$ cat src/hdl/mmpn_pkg.sv
// mmpn_pkg: shared constants and types for the min-max point normaliser
// no dependencies
`timescale 1ns / 1ps
`default_nettype none
package mmpn_pkg;
    localparam int COORD_WIDTH   = 32;
    localparam int FRACTION_BITS = 16;
    localparam int NUM_AXES      = 3;
    localparam int AXIS_W        = 2;

    localparam logic [0:0] REG_TARGET_LOW  = 1'b0;
    localparam logic [0:0] REG_TARGET_HIGH = 1'b1;

    localparam logic MODE_MEASURE = 1'b0;
    localparam logic MODE_SCALE   = 1'b1;

    // controller to datapath
    typedef struct packed {
        logic       measure;    // fold input point into min/max
        logic       latch;      // capture input point for scaling
        logic       mul_start;  // form product for current axis
        logic       div_start;  // start divider on current axis
        logic       div_step;   // one quotient bit
        logic       finish;     // write result of current axis
        logic [1:0] axis;
    } mmpn_cmd_t;

    // datapath to controller
    typedef struct packed {
        logic div_done;
    } mmpn_stat_t;
endpackage
`default_nettype wire

$ cat src/hdl/mmpn_ctrl.sv
// mmpn_ctrl: sequencer for measure and scale words
// depends on mmpn_pkg
`timescale 1ns / 1ps
`default_nettype none
module mmpn_ctrl
(
    input  wire                    clk,
    input  wire                    rst_n,
    input  wire                    in_valid,
    input  wire                    in_mode,
    output logic                   in_ready,
    input  wire                    out_busy,
    output logic                   out_load,
    input  wire mmpn_pkg::mmpn_stat_t stat,
    output mmpn_pkg::mmpn_cmd_t    cmd
);
    typedef enum logic [4:0] {
        ST_IDLE = 5'b00001,
        ST_MUL  = 5'b00010,
        ST_DIVS = 5'b00100,
        ST_DIV  = 5'b01000,
        ST_OUT  = 5'b10000
    } state_t;

    state_t     state_reg, state_next;
    logic [1:0] axis_reg, axis_next;

    always_ff @(posedge clk or negedge rst_n)
    begin
        if (!rst_n)
        begin
            state_reg <= ST_IDLE;
            axis_reg  <= 2'd0;
        end
        else
        begin
            state_reg <= state_next;
            axis_reg  <= axis_next;
        end
    end

    always_comb
    begin
        state_next = state_reg;
        axis_next  = axis_reg;
        cmd        = '0;
        cmd.axis   = axis_reg;
        in_ready   = 1'b0;
        out_load   = 1'b0;
        case (state_reg)
            ST_IDLE:
            begin
                in_ready = 1'b1;
                if (in_valid)
                begin
                    if (in_mode == mmpn_pkg::MODE_MEASURE)
                        cmd.measure = 1'b1;
                    else
                    begin
                        cmd.latch  = 1'b1;
                        axis_next  = 2'd0;
                        state_next = ST_MUL;
                    end
                end
            end
            ST_MUL:
            begin
                cmd.mul_start = 1'b1;
                state_next    = ST_DIVS;
            end
            ST_DIVS:
            begin
                cmd.div_start = 1'b1;
                state_next    = ST_DIV;
            end
            ST_DIV:
            begin
                if (stat.div_done)
                begin
                    cmd.finish = 1'b1;
                    if (axis_reg == 2'd2)
                        state_next = ST_OUT;
                    else
                    begin
                        axis_next  = axis_reg + 2'd1;
                        state_next = ST_MUL;
                    end
                end
                else
                    cmd.div_step = 1'b1;
            end
            ST_OUT:
            begin
                if (!out_busy)
                begin
                    out_load   = 1'b1;
                    state_next = ST_IDLE;
                end
            end
            default:
                state_next = ST_IDLE;
        endcase
    end
endmodule
`default_nettype wire

$ cat src/hdl/mmpn_dp.sv
// mmpn_dp: min/max tracking, product, shared restoring divider, saturation
// depends on mmpn_pkg
`timescale 1ns / 1ps
`default_nettype none
module mmpn_dp #(
    parameter int COORD_WIDTH = mmpn_pkg::COORD_WIDTH
)
(
    input  wire                          clk,
    input  wire                          rst_n,
    input  wire mmpn_pkg::mmpn_cmd_t     cmd,
    output mmpn_pkg::mmpn_stat_t         stat,
    input  wire signed [COORD_WIDTH-1:0] px,
    input  wire signed [COORD_WIDTH-1:0] py,
    input  wire signed [COORD_WIDTH-1:0] pz,
    input  wire signed [COORD_WIDTH-1:0] tlow,
    input  wire signed [COORD_WIDTH-1:0] thigh,
    output logic [3*COORD_WIDTH-1:0]     res,
    output logic [2:0]                   deg,
    output logic [2:0]                   sat
);
    localparam int CW = COORD_WIDTH;
    localparam int DW = CW + 1;          // span / difference width
    localparam int PW = 2 * DW;          // product magnitude width
    localparam int CNT_W = $clog2(PW + 1);

    logic signed [CW-1:0] lo_reg [3];
    logic signed [CW-1:0] hi_reg [3];
    logic signed [CW-1:0] pt_reg [3];
    logic [CW-1:0]        res_reg [3];
    logic [2:0]           deg_reg, sat_reg;
    logic                 nonempty_reg, prev_scale_reg;

    logic [PW-1:0]    num_reg;      // shifts out dividend, shifts in quotient
    logic [DW:0]      rem_reg;
    logic [DW-1:0]    den_reg;
    logic             neg_reg, dg_reg;
    logic [CNT_W-1:0] cnt_reg;

    logic signed [CW-1:0] pin [3];
    assign pin[0] = px;
    assign pin[1] = py;
    assign pin[2] = pz;

    logic signed [DW-1:0] d1, d2, span;
    logic [DW-1:0]        m1, m2;
    logic                 degen;
    assign d1   = DW'(pt_reg[cmd.axis]) - DW'(lo_reg[cmd.axis]);
    assign d2   = DW'(thigh) - DW'(tlow);
    assign span = DW'(hi_reg[cmd.axis]) - DW'(lo_reg[cmd.axis]);
    assign m1   = d1[DW-1] ? DW'(-d1) : d1;
    assign m2   = d2[DW-1] ? DW'(-d2) : d2;
    assign degen = !nonempty_reg || span[DW-1] || (span == '0);

    logic [DW:0] rsh, rsub;
    assign rsh  = {rem_reg[DW-1:0], num_reg[PW-1]};
    assign rsub = rsh - {1'b0, den_reg};

    // final sum: target low plus or minus the quotient, then clip; target low on a degenerate axis
    logic                 qbig;
    logic signed [DW+1:0] sum;
    logic [CW-1:0]        fin;
    logic                 fsat;
    localparam logic signed [DW+1:0] MAXV = (DW+2)'((64'sd1 <<< (CW-1)) - 1);
    localparam logic signed [DW+1:0] MINV = -(DW+2)'(64'sd1 <<< (CW-1));
    always_comb
    begin
        qbig = |num_reg[PW-1:DW];
        sum  = neg_reg ? (DW+2)'(tlow) - (DW+2)'({1'b0, num_reg[DW-1:0]})
                       : (DW+2)'(tlow) + (DW+2)'({1'b0, num_reg[DW-1:0]});
        fsat = 1'b0;
        fin  = sum[CW-1:0];
        if (dg_reg)
            fin = tlow;
        else if (qbig || sum > MAXV || sum < MINV)
        begin
            fsat = 1'b1;
            fin  = neg_reg ? MINV[CW-1:0] : MAXV[CW-1:0];
        end
    end

    assign stat.div_done = (cnt_reg == '0);

    always_ff @(posedge clk or negedge rst_n)
    begin
        if (!rst_n)
        begin
            nonempty_reg   <= 1'b0;
            prev_scale_reg <= 1'b1;
            cnt_reg        <= '0;
            for (int i = 0; i < 3; i++)
            begin
                lo_reg[i] <= '0;
                hi_reg[i] <= '0;
            end
        end
        else
        begin
            if (cmd.measure)
            begin
                for (int i = 0; i < 3; i++)
                begin
                    if (prev_scale_reg || !nonempty_reg)
                    begin
                        lo_reg[i] <= pin[i];
                        hi_reg[i] <= pin[i];
                    end
                    else
                    begin
                        if (pin[i] < lo_reg[i]) lo_reg[i] <= pin[i];
                        if (pin[i] > hi_reg[i]) hi_reg[i] <= pin[i];
                    end
                end
                nonempty_reg   <= 1'b1;
                prev_scale_reg <= 1'b0;
            end
            if (cmd.latch)
                prev_scale_reg <= 1'b1;
            if (cmd.div_start)
                cnt_reg <= dg_reg ? '0 : CNT_W'(PW);
            else if (cmd.div_step)
                cnt_reg <= cnt_reg - 1'b1;
        end
    end

    always_ff @(posedge clk)
    begin
        if (cmd.latch)
        begin
            for (int i = 0; i < 3; i++)
                pt_reg[i] <= pin[i];
            deg_reg <= '0;
            sat_reg <= '0;
        end
        if (cmd.mul_start)
        begin
            num_reg <= m1 * m2;
            neg_reg <= d1[DW-1] ^ d2[DW-1];
            den_reg <= span;
            dg_reg  <= degen;
        end
        if (cmd.div_start)
            rem_reg <= '0;
        if (cmd.div_step)
        begin
            if (!rsub[DW])
            begin
                rem_reg <= rsub;
                num_reg <= {num_reg[PW-2:0], 1'b1};
            end
            else
            begin
                rem_reg <= rsh;
                num_reg <= {num_reg[PW-2:0], 1'b0};
            end
        end
        if (cmd.finish)
        begin
            res_reg[cmd.axis] <= fin;
            deg_reg[cmd.axis] <= dg_reg;
            sat_reg[cmd.axis] <= fsat;
        end
    end

    assign res = {res_reg[2], res_reg[1], res_reg[0]};
    assign deg = deg_reg;
    assign sat = sat_reg;
endmodule
`default_nettype wire

$ cat src/hdl/min_max_point_normalizer_core.sv
// min_max_point_normalizer_core: top level, ports, config and output register
// depends on mmpn_pkg, mmpn_ctrl, mmpn_dp
`timescale 1ns / 1ps
`default_nettype none
//  channel  direction  handshake                 content
//  s_axis   in         s_axis_tvalid/tready      point word, tuser = mode
//  m_axis   out        m_axis_tvalid/tready      scaled point word
//  cfg      in         cfg_valid/cfg_ready       register index and data
// a measure word is taken at once and the core stays ready; a scale word is handled
// in full before the next is taken, by one shared bit-per-cycle restoring divider
// used for each axis in turn (product, load, 2*(CW+1) quotient bits, write back)
// the result sits in an output register; the next word is taken while it waits
// reset clears min/max state and sets target range to [0, 1.0]
module min_max_point_normalizer_core #(
    parameter int COORD_WIDTH   = mmpn_pkg::COORD_WIDTH,
    parameter int FRACTION_BITS = mmpn_pkg::FRACTION_BITS
)
(
    input  wire                       clk,
    input  wire                       rst_n,
    input  wire                       s_axis_tvalid,
    output logic                      s_axis_tready,
    // coord_x, coord_y, coord_z
    input  wire [3*COORD_WIDTH-1:0]   s_axis_tdata,
    // mode
    input  wire                       s_axis_tuser,
    output logic                      m_axis_tvalid,
    input  wire                       m_axis_tready,
    // scaled_x, scaled_y, scaled_z, degenerate_axes, saturated_axes, zero fill
    output logic [((3*COORD_WIDTH+6+7)/8)*8-1:0] m_axis_tdata,
    input  wire                       cfg_valid,
    output logic                      cfg_ready,
    input  wire [0:0]                 cfg_index,
    input  wire [COORD_WIDTH-1:0]     cfg_data
);
    localparam int CW = COORD_WIDTH;
    localparam int OW = ((3*CW+6+7)/8)*8;

    logic [CW-1:0] tlow_reg, thigh_reg;
    always_ff @(posedge clk or negedge rst_n)
    begin
        if (!rst_n)
        begin
            tlow_reg  <= '0;
            thigh_reg <= CW'(64'd1 << FRACTION_BITS);
        end
        else if (cfg_valid)
        begin
            case (cfg_index)
                mmpn_pkg::REG_TARGET_LOW:  tlow_reg  <= cfg_data;
                mmpn_pkg::REG_TARGET_HIGH: thigh_reg <= cfg_data;
                default: ;
            endcase
        end
    end
    assign cfg_ready = 1'b1;

    mmpn_pkg::mmpn_cmd_t  cmd;
    mmpn_pkg::mmpn_stat_t stat;
    logic                 out_load;
    logic [3*CW-1:0]      res;
    logic [2:0]           deg, sat;

    mmpn_ctrl u_ctrl (
        .clk      (clk),
        .rst_n    (rst_n),
        .in_valid (s_axis_tvalid),
        .in_mode  (s_axis_tuser),
        .in_ready (s_axis_tready),
        .out_busy (m_axis_tvalid && !m_axis_tready),
        .out_load (out_load),
        .stat     (stat),
        .cmd      (cmd)
    );

    mmpn_dp #(.COORD_WIDTH(CW)) u_dp (
        .clk   (clk),
        .rst_n (rst_n),
        .cmd   (cmd),
        .stat  (stat),
        .px    (s_axis_tdata[CW-1:0]),
        .py    (s_axis_tdata[2*CW-1:CW]),
        .pz    (s_axis_tdata[3*CW-1:2*CW]),
        .tlow  (tlow_reg),
        .thigh (thigh_reg),
        .res   (res),
        .deg   (deg),
        .sat   (sat)
    );

    logic          ovalid_reg;
    logic [OW-1:0] odata_reg;
    always_ff @(posedge clk or negedge rst_n)
    begin
        if (!rst_n)
            ovalid_reg <= 1'b0;
        else if (out_load)
            ovalid_reg <= 1'b1;
        else if (m_axis_tready)
            ovalid_reg <= 1'b0;
    end
    always_ff @(posedge clk)
    begin
        if (out_load)
            odata_reg <= OW'({sat, deg, res});
    end
    assign m_axis_tvalid = ovalid_reg;
    assign m_axis_tdata  = odata_reg;
endmodule
`default_nettype wire

$ cat config.mk
export PLATFORM = sky130hd
export DESIGN_NAME = min_max_point_normalizer_core
export DESIGN_NICKNAME = d
export VERILOG_FILES = /design/src/hdl/mmpn_pkg.sv /design/src/hdl/mmpn_ctrl.sv /design/src/hdl/mmpn_dp.sv /design/src/hdl/min_max_point_normalizer_core.sv
export SDC_FILE = /design/constraint.sdc
export NUM_CORES = 2
export LEC_CHECK = 0
export BUFFER_PORTS_ARGS = -buffer_cell sky130_fd_sc_hd__buf_2
export CAP_MARGIN = 20
export CORE_UTILIZATION = 42
export CTS_BUF_LIST = sky130_fd_sc_hd__clkbuf_16
export DETAILED_ROUTE_END_ITERATION = 16
export GPL_ROUTABILITY_DRIVEN = 1
export GPL_TIMING_DRIVEN = 0
export PLACE_DENSITY = 0.68
export SYNTH_ARGS = -nofsm -noshare
export SYNTH_HDL_FRONTEND = slang
export SYNTH_SLANG_ARGS = --single-unit
$ cat constraint.sdc
create_clock -name clk -period 14.58 [get_ports clk]
set_input_delay 3.645 -clock clk [delete_from_list [all_inputs] [get_ports clk]]
set_output_delay 3.645 -clock clk [all_outputs]
set_load 0.01 [all_outputs]
Word-level counts from Yosys, hierarchy flattened
Memories as Yosys holds them, arrays and structs flattened. A register that Yosys moved wholly into a read port is not among the register bits.
Cells that the tools add are included.
Word-level totals
  register bits: 515
  memories: 2
  output and inout bits: 107
  word-level logic and storage cells: 167
  memory bits (writable): 192
Memory list
  u_dp.pt_reg: words 3, bits a word 32, read ports 1, clocked after memory_dff 0, wr ports 3, line mmpn_dp.sv:29  | logic signed [CW-1:0] pt_reg [3];
  u_dp.res_reg: words 3, bits a word 32, read ports 3, clocked after memory_dff 3, wr ports 1, line mmpn_dp.sv:30  | logic [CW-1:0] res_reg [3];
Operators by class
  bitwise operators: 3
  multiply operators: 1
  add/subtract/negate cells: 10
  equality and inequality tests: 11
  multiplexer cells: 74
  reductions and logical operators: 33
  magnitude comparators: 11
Operators with widths (number)
  $mux 32: 19
  $mux 33: 5
  $mux 66: 2
  $bmux 32 s2: 2
  $sub 32x32->33: 3
  $gt 32x32->1: 3
  $lt 32x32->1: 3
  $mul 33x33->66: 1
  $neg 33->33: 2
  $add 32x34->35: 1
  $gt 35x32->1 const B: 1
  $lt 35x32->1 const B: 1
  $mux 35: 1
  $sub 32x34->35: 1
  $sub 34x33->34: 1
  $logic_not 33->1: 1
  $reduce_or 33->1: 1
  $mux 5: 5
  $pmux 5 s5: 1
  $reduce_bool 2->1: 11
  $mux 1: 21
  $mux 7: 3
  $reduce_and 2->1: 8
  $mux 2: 7
  other kinds (25): 39

Depth between registers and ports, before layout
  depth in word-level cells: 10
  mapped depth: 50

Modules after synthesis
From an unflattened synthesis, not the netlist that was laid out.
Second synthesis, totals
  cells, all modules: 8063
  area, all modules: 78517.8 sq um
Modules (own cells, without submodules)
  mmpn_dp: area an instance 72553.3 sq um, cells each 7779, times used 1
  min_max_point_normalizer_core: area an instance 5557.8 sq um, cells each 247, times used 1
  mmpn_ctrl: area an instance 406.6 sq um, cells each 37, times used 1

Worst setup path before layout
OpenSTA, ideal clock, no wires.
  kind: reg-to-reg
  from: register u_ctrl.axis_reg[1]
  to: register u_dp.num_reg[59], data pin
  setup slack: 1673 ps
  cell stages (with the launch flop): 45
  required time: 14320 ps
  library setup time: 260 ps
  data arrival time: 12648 ps
  period minus slack after synthesis: 12907 ps
  cells stage by stage: dfrtp_1 -> buf_1 -> clkbuf_1 -> clkbuf_1 -> a21oi_1 -> ha_1 -> fa_1 -> nor2b_1 -> o31a_2 -> o21a_1 -> xnor2_1 -> a221o_1 -> nor4_2 -> nand3b_1 -> or4_4 -> nor2_1 -> nor2_1 -> xor2_1 -> (+9 left out) -> fa_1 -> inv_1 -> fa_1 -> inv_1 -> ha_1 -> clkbuf_1 -> a21oi_1 -> o21ai_0 -> a21o_1 -> a221oi_1 -> o21a_1 -> a21oi_1 -> o41ai_1 -> o2111ai_1 -> a211o_1 -> a31o_2 -> xor2_1 -> mux2_2
On the way
  word-level cells in the longest chain between the ends: 10
  elaborated cells between the ends (all ways): 11
Ends and longest elaborated chain
  from (decl): line mmpn_ctrl.sv:26  | logic [1:0] axis_reg, axis_next;
  from (signal assigned): line mmpn_ctrl.sv:38  | axis_reg <= axis_next;
  $not 2->3 (implied by the code): line mmpn_dp.sv:48  | assign d1 = DW'(pt_reg[cmd.axis]) - DW'(lo_reg[cmd.axis]);
  $bmux 32 s2: line mmpn_dp.sv:48
  $mux 32 (implied by the code) (2 in a row): line mmpn_dp.sv:48
  $sub 32x32->33 (*): line mmpn_dp.sv:48
  $neg 33->33: line mmpn_dp.sv:51  | assign m1 = d1[DW-1] ? DW'(-d1) : d1;
  $mux 33 (*): line mmpn_dp.sv:51
  $mul 33x33->66 (*): line mmpn_dp.sv:137  | num_reg <= m1 * m2;
  $mux 66 (*): line mmpn_dp.sv:135  | if (cmd.mul_start)
  $mux 66 (*): line mmpn_dp.sv:144  | if (cmd.div_step)
  to (signal assigned): line mmpn_dp.sv:137
  to (signal assigned): line mmpn_dp.sv:149  | num_reg <= {num_reg[PW-2:0], 1'b1};
  to (signal assigned): line mmpn_dp.sv:154  | num_reg <= {num_reg[PW-2:0], 1'b0};
  to (decl): line mmpn_dp.sv:34  | logic [PW-1:0] num_reg;
Mark *: on every way between the ends. The rest lies on a longest branch, timed or not. The select of a mux whose other input is x is not followed.
A chain may end at the register's enable or synchronous reset.

Worst setup path after layout
  from: register u_ctrl.axis_reg[0]
  to: register u_dp.num_reg[59], data pin
The elaborated chain is that of the path after synthesis.

==> impl_metrics.csv <==
group,metric,value,unit
route,overall_routed_net_length,264.4,mm
worst_setup_path,slowest_delay,0.62,ns
route,wl_met3,21.39,mm
synth,synth_area,0.07761,sq mm
synth,post_synth_num_cell_types,97,
worst_setup_path,timing.critical_path.max_delay_family,"adder cells",
cts,clock_path_buffers,3,
route,drt_pre_antenna_iters,6,
status,run_status,"finished clean",
job,drv.max_cap_violation_count,0,
route,top_signal_layer_used,"met5",
worst_setup_path,timing.critical_path.mode_cell,"sky130_fd_sc_hd__fa_1",
sta,worst_pin_slew,1.314,ns
cts,clock-sinks,707,
layout,final_cell_mix,"sky130_fd_sc_hd__inv_1, sky130_fd_sc_hd__fa_1, sky130_fd_sc_hd__nor2_1",
min_path,hold_depth,0,
cts,clkLatencyLatePin,0.68,ns
placed_design,total_placed_instance_area,0.08274,sq mm
grt,maximum_number_of_pins_on_one_net_before_global_route_repair,106,
sta,slew_violations,0,
floorplanning,die_area,0.1865,sq mm
worst_setup_path,worst_ep_required_time,15.00,ns
cts,clk_pin_slew,0.08,ns
route,drt-met1-wl,104.8,mm
sta,timing.fmax,69.76,MHz
worst_setup_path,number_of_buffer_and_inverter_instances_along_the_worst_setup_path,11,
placed_design,detailedPlacementHpwl,220.2,mm
grt,grt_pass1_wl,392.8,mm
route,dr_wl_met2,122.1,mm
placed_design,port-buffer-count,238,
sta,timing.slew.headroom,12.41,%
route,ant_nets,0,
cts,tritoncts,"done",
worst_setup_path,worst-setup-path-type,"reg2reg",
worst_setup_path,setup.worst_path.start_class,"register",
synth,dominantRegCellSynth,"sky130_fd_sc_hd__edfxtp_1",
grt,globalRouteTotalUtil,28.32,%
floorplanning,initial_core_util,42.35,%
synth,post_syn_instances,8171,
synth,synth_async_sr_flop_share,38.61,%
floorplanning,io_pins,242,
layout,final_net_count,10270,
synth,yosys_warnings,0,
synth,yosysSeqAreaShare,25.52,%
worst_setup_path,cp_num_cells,49,
placed_design,place_congestion,1.054,
sta,hold_viol_final,0,
worst_setup_path,r2r_cells,49,
layout,drive_above_1_share,9.900,%
grt,grt_pass1_vias,62660,
layout,layout.core_utilization,46.90,%
layout,largest_register_ffs,102,
sta,fin_skew,0.03849,ns
floorplanning,core,0.1833,sq mm
min_path,hold_path.startpoint,"u_dp.res_reg[2][2]",
layout,layout.cell_area.non_filler,0.08595,sq mm
min_path,hold-path-endpoint,"m_axis_tdata[66]",
sta,setup_slack,0.2449,ns
floorplanning,die_height,431.9,um
worst_setup_path,r2r_end,"u_dp.num_reg[59]",
sta,fin_hold_ws,0.3917,ns
worst_setup_path,endpoint_arrival_time_on_the_critical_path,14.75,ns
cts,cts_htree_levels,3,
synth,ys_ff_latch,707,
worst_setup_path,endpoint_kind,"register",
floorplanning,die_x,431.9,um
route,avgRoutedWirePerCell,23.84,um
synth,synthesis.area_per_instance,9.498,sq um
sta,final.period_utilization,98.32,%
placed_design,post-place-ws,-2.870,ns
grt,grt_overflow,0,
sta,finalCriticalPeriod,14.34,ns
route,routed_via_density,5.597,
route,post_detailed_route_drc_marker_count,0,
cts,cts-root-buf,"sky130_fd_sc_hd__clkbuf_16",
layout,layout_overhead_on_the_synthesized_area,10.75,%
layout,layout_commonest_cell,"sky130_fd_sc_hd__inv_1",
worst_setup_path,critical_path_peak_fanout,10,
cts,ctsHoldBuffers,0,
sta,finalSetupViolCount,0,
route,violation_count_after_the_first_detailed_route_iteration,5620,
synth,synth_edf_count,428,
cts,cts_inserted_buffers,71,
min_path,worst_hold_path_type,"reg2reg",
worst_setup_path,reg2reg_setup_slack,0.24,ns
worst_setup_path,critical_path.reg2reg.startpoint,"u_ctrl.axis_reg[0]",
route,via_count,62070,
floorplanning,rows,157,
grt,initial_antenna_violation_count,26,
worst_setup_path,worst_path_max_delay_cell,"sky130_fd_sc_hd__or4_4",
-- area by class of cell --
type / instances / area [sq um]
fill: 17160 / 97320
multi-input combinational: 5810 / 52200
sequential: 707 / 19810
inverter: 1316 / 4942
tap: 2464 / 3083
timing repair buffer: 307 / 2003
clock buffer: 73 / 1827
buffer: 334 / 1481
clock inverter: 59 / 560.5
antenna: 20 / 50.05
-- through the flow --
stage	TNS, ns	cells
floorplan	0	8172
global placement	-81.16	10870
detailed placement	-60.03	10920
CTS	0	11060
global route	-0.07265	11080
finish	0	11090
-- cell families (layout without fill, tap and decap cells) --
family | after synthesis | in the layout | share of synthesized area, %
adders and majority gates | 1587 | 1587 | 34.90
buffers and inverters | 1655 | 2089 | 8.094
AOI/OAI and AO/OA | 1253 | 1253 | 10.28
xor gates and xnor gates | 327 | 327 | 3.748
and+or+nand+nor | 2345 | 2345 | 13.33
muxes | 295 | 295 | 4.117
DFF | 707 | 707 | 25.52
other | 2 | 23 | 0.009676
-- repair_timing --
item	CTS	global route
pin swaps	5	8
resized for setup	99	89
setup buffers	10	8
endpoints found under the setup margin	47	20
hold endpoints to repair	0	0
-- how the worst max path moves through the flow --
stage | from | end | slack, ns
3_5_place_dp | u_ctrl.axis_reg[1] | u_dp.num_reg[59] | -2.87
4_1_cts | u_ctrl.axis_reg[1] | u_dp.num_reg[59] | 0.001
3_3_place_gp | u_ctrl.axis_reg[0] | u_dp.num_reg[59] | -3.23
2_1_floorplan | u_ctrl.axis_reg[1] | u_dp.num_reg[59] | 1.67
5_1_grt | u_ctrl.axis_reg[0] | u_dp.num_reg[64] | -0.04
6_report | u_ctrl.axis_reg[0] | u_dp.num_reg[59] | 0.24
-- cell usage after synthesis (all sizes together), types with 62 or more instances --
cell type  count  area, sq um
nor2b         62        387.9
nor2         887         3329
a21o         170         1276
nand3        117        585.6
a21oi        366         1832
nand4         71        450.4
edfxtp       428        12850
xor2         135         1197
buf           62        302.8
inv         1316         4940
mux2i        101         1011
fa           963        19280
xnor2        192         1712
nor3          74        381.6
nand2        815         3059
nand2b       115        719.4
ha           624         7807
dfrtp        270         6756
clkbuf       277         1040
mux2         194         2185
o21ai        324         1622
-- per-layer routing --
layer | vias up | track usage [%]
li1 | 27450 | -
met1 | 31220 | 35.81
met2 | 2780 | 45.62
met3 | 600 | 5.719
met4 | 18 | 15.14
met5 | - | 0
Power is not shown: default switching activity piles up to over one toggle a cycle in this logic, so the estimate is an artifact.
